$ cat config.mk
export PLATFORM = sky130hd
export DESIGN_NAME = lldts_ctrl
export DESIGN_NICKNAME = d
export VERILOG_FILES = /design/src/hdl/lldts_pkg.sv /design/src/hdl/lldts_ctrl.sv
export SDC_FILE = /design/constraint.sdc
export NUM_CORES = 1
export LEC_CHECK = 0
export ABC_AREA = 1
export BUFFER_PORTS_ARGS = -buffer_cell sky130_fd_sc_hd__buf_2
export CAP_MARGIN = 30
export CORE_AREA = 2 2 39 41
export DETAILED_ROUTE_END_ITERATION = 8
export DIE_AREA = 0 0 41 43
export GPL_TIMING_DRIVEN = 0
export PLACE_DENSITY = 0.46
export SETUP_SLACK_MARGIN = 0.02
export SYNTH_ARGS = -nofsm -noshare
export SYNTH_HDL_FRONTEND = slang
export SYNTH_SLANG_ARGS = --single-unit
export TNS_END_PERCENT = 1
$ cat constraint.sdc
create_clock -name clk -period 1.9 [get_ports clk]
set_input_delay 0.475 -clock clk [delete_from_list [all_inputs] [get_ports clk]]
set_output_delay 0.475 -clock clk [all_outputs]
set_load 0.05 [all_outputs]
$ cat src/hdl/lldts_pkg.sv
package lldts_pkg;

  // Table geometry
  localparam int MAX_DEFS  = 256;
  localparam int IDX_W     = $clog2(MAX_DEFS);
  localparam int CNT_W     = $clog2(MAX_DEFS + 1);

  // Field widths
  localparam int NUM_W     = 16;
  localparam int SEC_W     = 8;
  localparam int OFF_W     = 32;

  typedef enum logic [0:0] {
    CMD_ADD     = 1'b0,
    CMD_RESOLVE = 1'b1
  } cmd_t;

  typedef enum logic [1:0] {
    ST_IDLE,
    ST_EXEC,
    ST_SCAN,
    ST_FINISH
  } state_t;

  typedef struct packed {
    logic [NUM_W-1:0] number;
    logic [SEC_W-1:0] section;
    logic [OFF_W-1:0] offset;
  } def_entry_t;

  // Controller to datapath
  typedef struct packed {
    logic latch_in;
    logic start;
    logic scan_step;
    logic load_out;
  } ctl_t;

  // Datapath to controller
  typedef struct packed {
    logic is_add;
    logic scan_done;
    logic out_free;
  } sts_t;

endpackage

$ cat src/hdl/lldts_ctrl.sv
module lldts_ctrl (
  input  logic              clk,
  input  logic              rst,
  input  logic              in_valid,
  output logic              in_ready,
  input  lldts_pkg::sts_t   sts,
  output lldts_pkg::ctl_t   ctl
);
  import lldts_pkg::*;

  state_t state;
  state_t state_next;

  // State register
  always_ff @(posedge clk) begin
    if (rst) begin
      state <= ST_IDLE;
    end else begin
      state <= state_next;
    end
  end

  // Next state
  always_comb begin
    state_next = state;
    unique case (state)
      ST_IDLE: begin
        if (in_valid) state_next = ST_EXEC;
      end
      ST_EXEC: begin
        state_next = sts.is_add ? ST_FINISH : ST_SCAN;
      end
      ST_SCAN: begin
        if (sts.scan_done) state_next = ST_FINISH;
      end
      ST_FINISH: begin
        if (sts.out_free) state_next = ST_IDLE;
      end
      default: state_next = ST_IDLE;
    endcase
  end

  // Outputs
  always_comb begin
    ctl      = '0;
    in_ready = 1'b0;
    unique case (state)
      ST_IDLE: begin
        in_ready     = 1'b1;
        ctl.latch_in = in_valid;
      end
      ST_EXEC: begin
        ctl.start = 1'b1;
      end
      ST_SCAN: begin
        ctl.scan_step = 1'b1;
      end
      ST_FINISH: begin
        ctl.load_out = sts.out_free;
      end
      default: begin
        ctl = '0;
      end
    endcase
  end

endmodule

# Yosys cells after proc, flatten, opt, wreduce, memory -nomap -nowiden
# Cells that the tools add are included.
# Widths: inputs -> output; s select.
# totals
reg_bits	2
latch_bits	0
mem_bits_rw	0
rom_bits	0
in_bits	6
out_inout_bits	5
wordCells	19
mem_count	0
# classes
n_addsub	0
mul	0
div_mod_pow	0
n_lt_le_gt_ge	0
n_eq_ne	6
n_shift	0
mux	10
n_bitwise	0
reduce_logical	2
# op_table
cell	count
$pmux 2 s4	1
$mux 1	6
$mux 2	3
$ne 2x2->1 const B	3
$eq 2x2->1 const B	2
$reduce_and 3->1	1
$eq 2x1->1 const B	1
$logic_not 2->1	1

# Logic depth before layout (Yosys ltp)
# depth
ltp_word	3
mapped_depth	7
mapped_depth_nobuf	7

# Worst setup path before layout
# No wires, ideal clock.
# synth_timing
kind	register to output
start	register state[0]
end	output port ctl[3] in the netlist's numbering
arrival_ns	1.361
t_required_ns	1.425
setup_slack_ns	0.064
path_stages_with_launch	5
n_path_buf	0
path_cell_list	dfxtp_1 > inv_1 > ha_1 > nand2_1 > inv_1
# synth_rtl
element	line	source
from (decl)	lldts_ctrl.sv:11	state_t state;
from (signal assigned)	lldts_ctrl.sv:19	state <= state_next;
to (decl)	lldts_ctrl.sv:7	output lldts_pkg::ctl_t ctl

==> flow_summary.json <==
{
  "cts_resized": 0,
  "largest-register": "state",
  "viasPerCell": 3.41,
  "met2_length_um": 223,
  "yosys_warnings": 0,
  "fin_crit_ns": 1.74,
  "grt_max_degree": 6,
  "required_ns": 1.42,
  "critPathSlowestCell": "dfxtp_1",
  "place_hpwl_um": 355,
  "worstPathBufferInverterCount": 3,
  "final_cells": 61,
  "yosysSeqAreaShare_pct": 18.5,
  "leakagePower_nw": 0.199,
  "fmax_ghz": 0.575,
  "clk_pin_slew_worst_paths_ns": 0.03,
  "mostFrequentLayoutCell": "buf_2",
  "overflow": 0,
  "antenna_found_initial": 0,
  "yosys-top-cells-area": "ha_1 (23%), dfxtp_1 (18%), inv_1 (14%)",
  "reg2reg_to": "state[0]$_SDFFE_PP0P_",
  "insertedDiodeCount": 0,
  "slew_headroom_pct": 83.5,
  "ioPinCount": 11,
  "clk_latency_ns": 0.22,
  "routed_wl_um": 423,
  "drive_gt1_share_pct": 42.2,
  "yosysTopAreaCellShare_pct": 23.1,
  "seq_power_share_pct": 14.9,
  "htreeDepth": 1,
  "fillers": 154,
  "period_share_pct": 91.5,
  "finalSetupViolCount": 0,
  "row_count": 14,
  "clock_sinks": 2,
  "arrival_ns": 1.26,
  "route.met3.wl_um": 26,
  "grt_pass1_vias": 201,
  "tritoncts": "built",
  "synth_cell_type_count": 10,
  "globalplace.congestion": 0.721,
  "die_area_um2": 1760,
  "routed.top_layer": "met3",
  "fin_nets": 57,
  "slowest_delay_ns": 0.39,
  "min_from": "rst",
  "critPathLaunchType": "flip-flop",
  "pwr-share-comb_pct": 70.2,
  "setup_tns_ns": 0,
  "antenna_left": 0,
  "syn_area_um2": 216,
  "r2r_cells": 7,
  "ff2ff_setup_slack_ns": 0.69,
  "min_path_cells": 2,
  "p_int_uw": 257,
  "cts_buffer_depth": 2,
  "synthCells": 32,
  "vias": 208,
  "min_to": "state[1]$_SDFFE_PP0P_",
  "hold_path.class": "input pin to flip-flop",
  "cpLargestDelayFamily": "flip-flops",
  "r2r-start": "state[0]$_SDFFE_PP0P_",
  "crit_path_max_fanout": 5,
  "grt_usage_pct": 5.82,
  "p_sw_share_pct": 58.5,
  "max_slew.worst_pin.slew_ns": 0.249,
  "ir_drop_uv": 630,
  "hold_buffers": 0,
  "fp.dieH_um": 43,
  "final-max-slew-violation-count": 0,
  "yosys_register_bits": 2,
  "multi_input_area_um2": 143,
  "p_clk_share_pct": 14.9,
  "synth.avg_cell_area_um2": 6.76,
  "root_buffer": "clkbuf_4",
  "rsz0062_at_grt": "no",
  "dp_cells": 58,
  "p_per_area_nw_per_um2": 2000,
  "path_cells": "inv_1 -> ha_1 -> nand2_1 -> inv_1 -> buf_2",
  "worst_path_most_repeated_cell": "inv_1",
  "die_w_um": 41,
  "wl_met1_um": 172,
  "cts-buffers-inserted": 3,
  "crit_path_end_kind": "primary output",
  "syn_to_final_growth_pct": 42.8,
  "routedWlPerCell_um": 6.93,
  "grt_pass1_wl_um": 696,
  "reg_top3": "state: 2 flops",
  "drc_errors": 0,
  "cap_violations": 0,
  "finClkSkew_ns": 0.00259,
  "status": "finished, final reports clean",
  "core-area_um2": 1380,
  "largest_reg_flops": 2,
  "start_util_pct": 15.6,
  "synth.largest_area_cell": "ha_1",
  "numPortBuffers": 10,
  "p_switching_uw": 362,
  "syn_nets": 42,
  "final_cell_mix": "buf_2 (10), inv_1 (8), nand2_1 (7)",
  "seq_area_um2": 40.0,
  "firstDrtPassIters": 2,
  "final_hold_viol_count": 0,
  "post_cts_buffers": 0,
  "path_class": "flip-flop to primary output",
  "drtIter0Drc": 1
}
## routing by layer
layer	vias up	track usage [%]
li1	119	-
met1	84	6.43
met2	5	9.06
met3	0	0
met4	0	6.00
met5	-	0
## how the worst max path moves through the flow
stage,start,endpoint,slack [ns],depth (start not counted)
final,state[0]$_SDFFE_PP0P_,ctl[3],0.16,5
after global routing,state[0]$_SDFFE_PP0P_,ctl[3],0.08,5
after CTS,state[0]$_SDFFE_PP0P_,ctl[3],0.14,5
after detailed placement,state[0]$_SDFFE_PP0P_,ctl[3],0.38,5
after global placement,state[0]$_SDFFE_PP0P_,ctl[3],0.38,5
after floorplan,state[0]$_SDFFE_PP0P_,ctl[3],0.06,4
## stage by stage
stage               instance area (µm²)  hold slack (ns)  setup WS, ns  util, %  power (mW)
floorplan                           216            0.483        0.0638        -       0.459
global placement                    287            0.518         0.378     20.7       0.531
detailed placement                  287            0.522         0.380     20.7       0.533
CTS                                 309            0.419         0.139     22.3       0.633
global route                        309            0.425        0.0790     22.3       0.675
finish                              309            0.427         0.161     22.3       0.619
## area by class of cell
cell class | instances | share of cell area, %
clock buffers | 3 | 7.29
inverters | 9 | 10.9
multi-input cells | 21 | 46.2
flip-flops and latches | 2 | 13.0
well taps | 16 | 6.48
repair buffers | 10 | 16.2
## worst register-to-register path, cell delays in order (launching register included)
cell     delay [ns]
dfxtp_1        0.39
inv_1          0.10
ha_1           0.25
nand2_2        0.10
inv_2          0.04
nor2_4         0.09
nand2_1        0.06
a21oi_1        0.11
## power by group through the flow
stage | combinational, mW | sequential (mW) | clock, mW
after floorplan | 0.374 | 0.0852 | 0
after global placement | 0.438 | 0.0928 | 0
after detailed placement | 0.440 | 0.0926 | 0
after CTS | 0.441 | 0.0919 | 0.100
after global routing | 0.476 | 0.0964 | 0.102
final | 0.435 | 0.0919 | 0.0923
## cell families (layout without fill, tap and decap cells)
family,Yosys count,in the layout,synth area share [%]
buffers and inverters,9,22,15.6
and+or+nand+nor,15,15,38.2
AOI/OAI and AO/OA,2,2,4.62
adders and majority gates,4,4,23.1
DFF,2,2,18.5
## synthesized netlist by cell type
library cell  instances
nor2_4                1
nand3_1               3
a21oi_1               2
nand2_4               1
dfxtp_1               2
nand2_2               3
inv_1                 8
nand2_1               7
ha_1                  4
inv_2                 1
No activity file was read; power rests on OpenSTA's default activity.
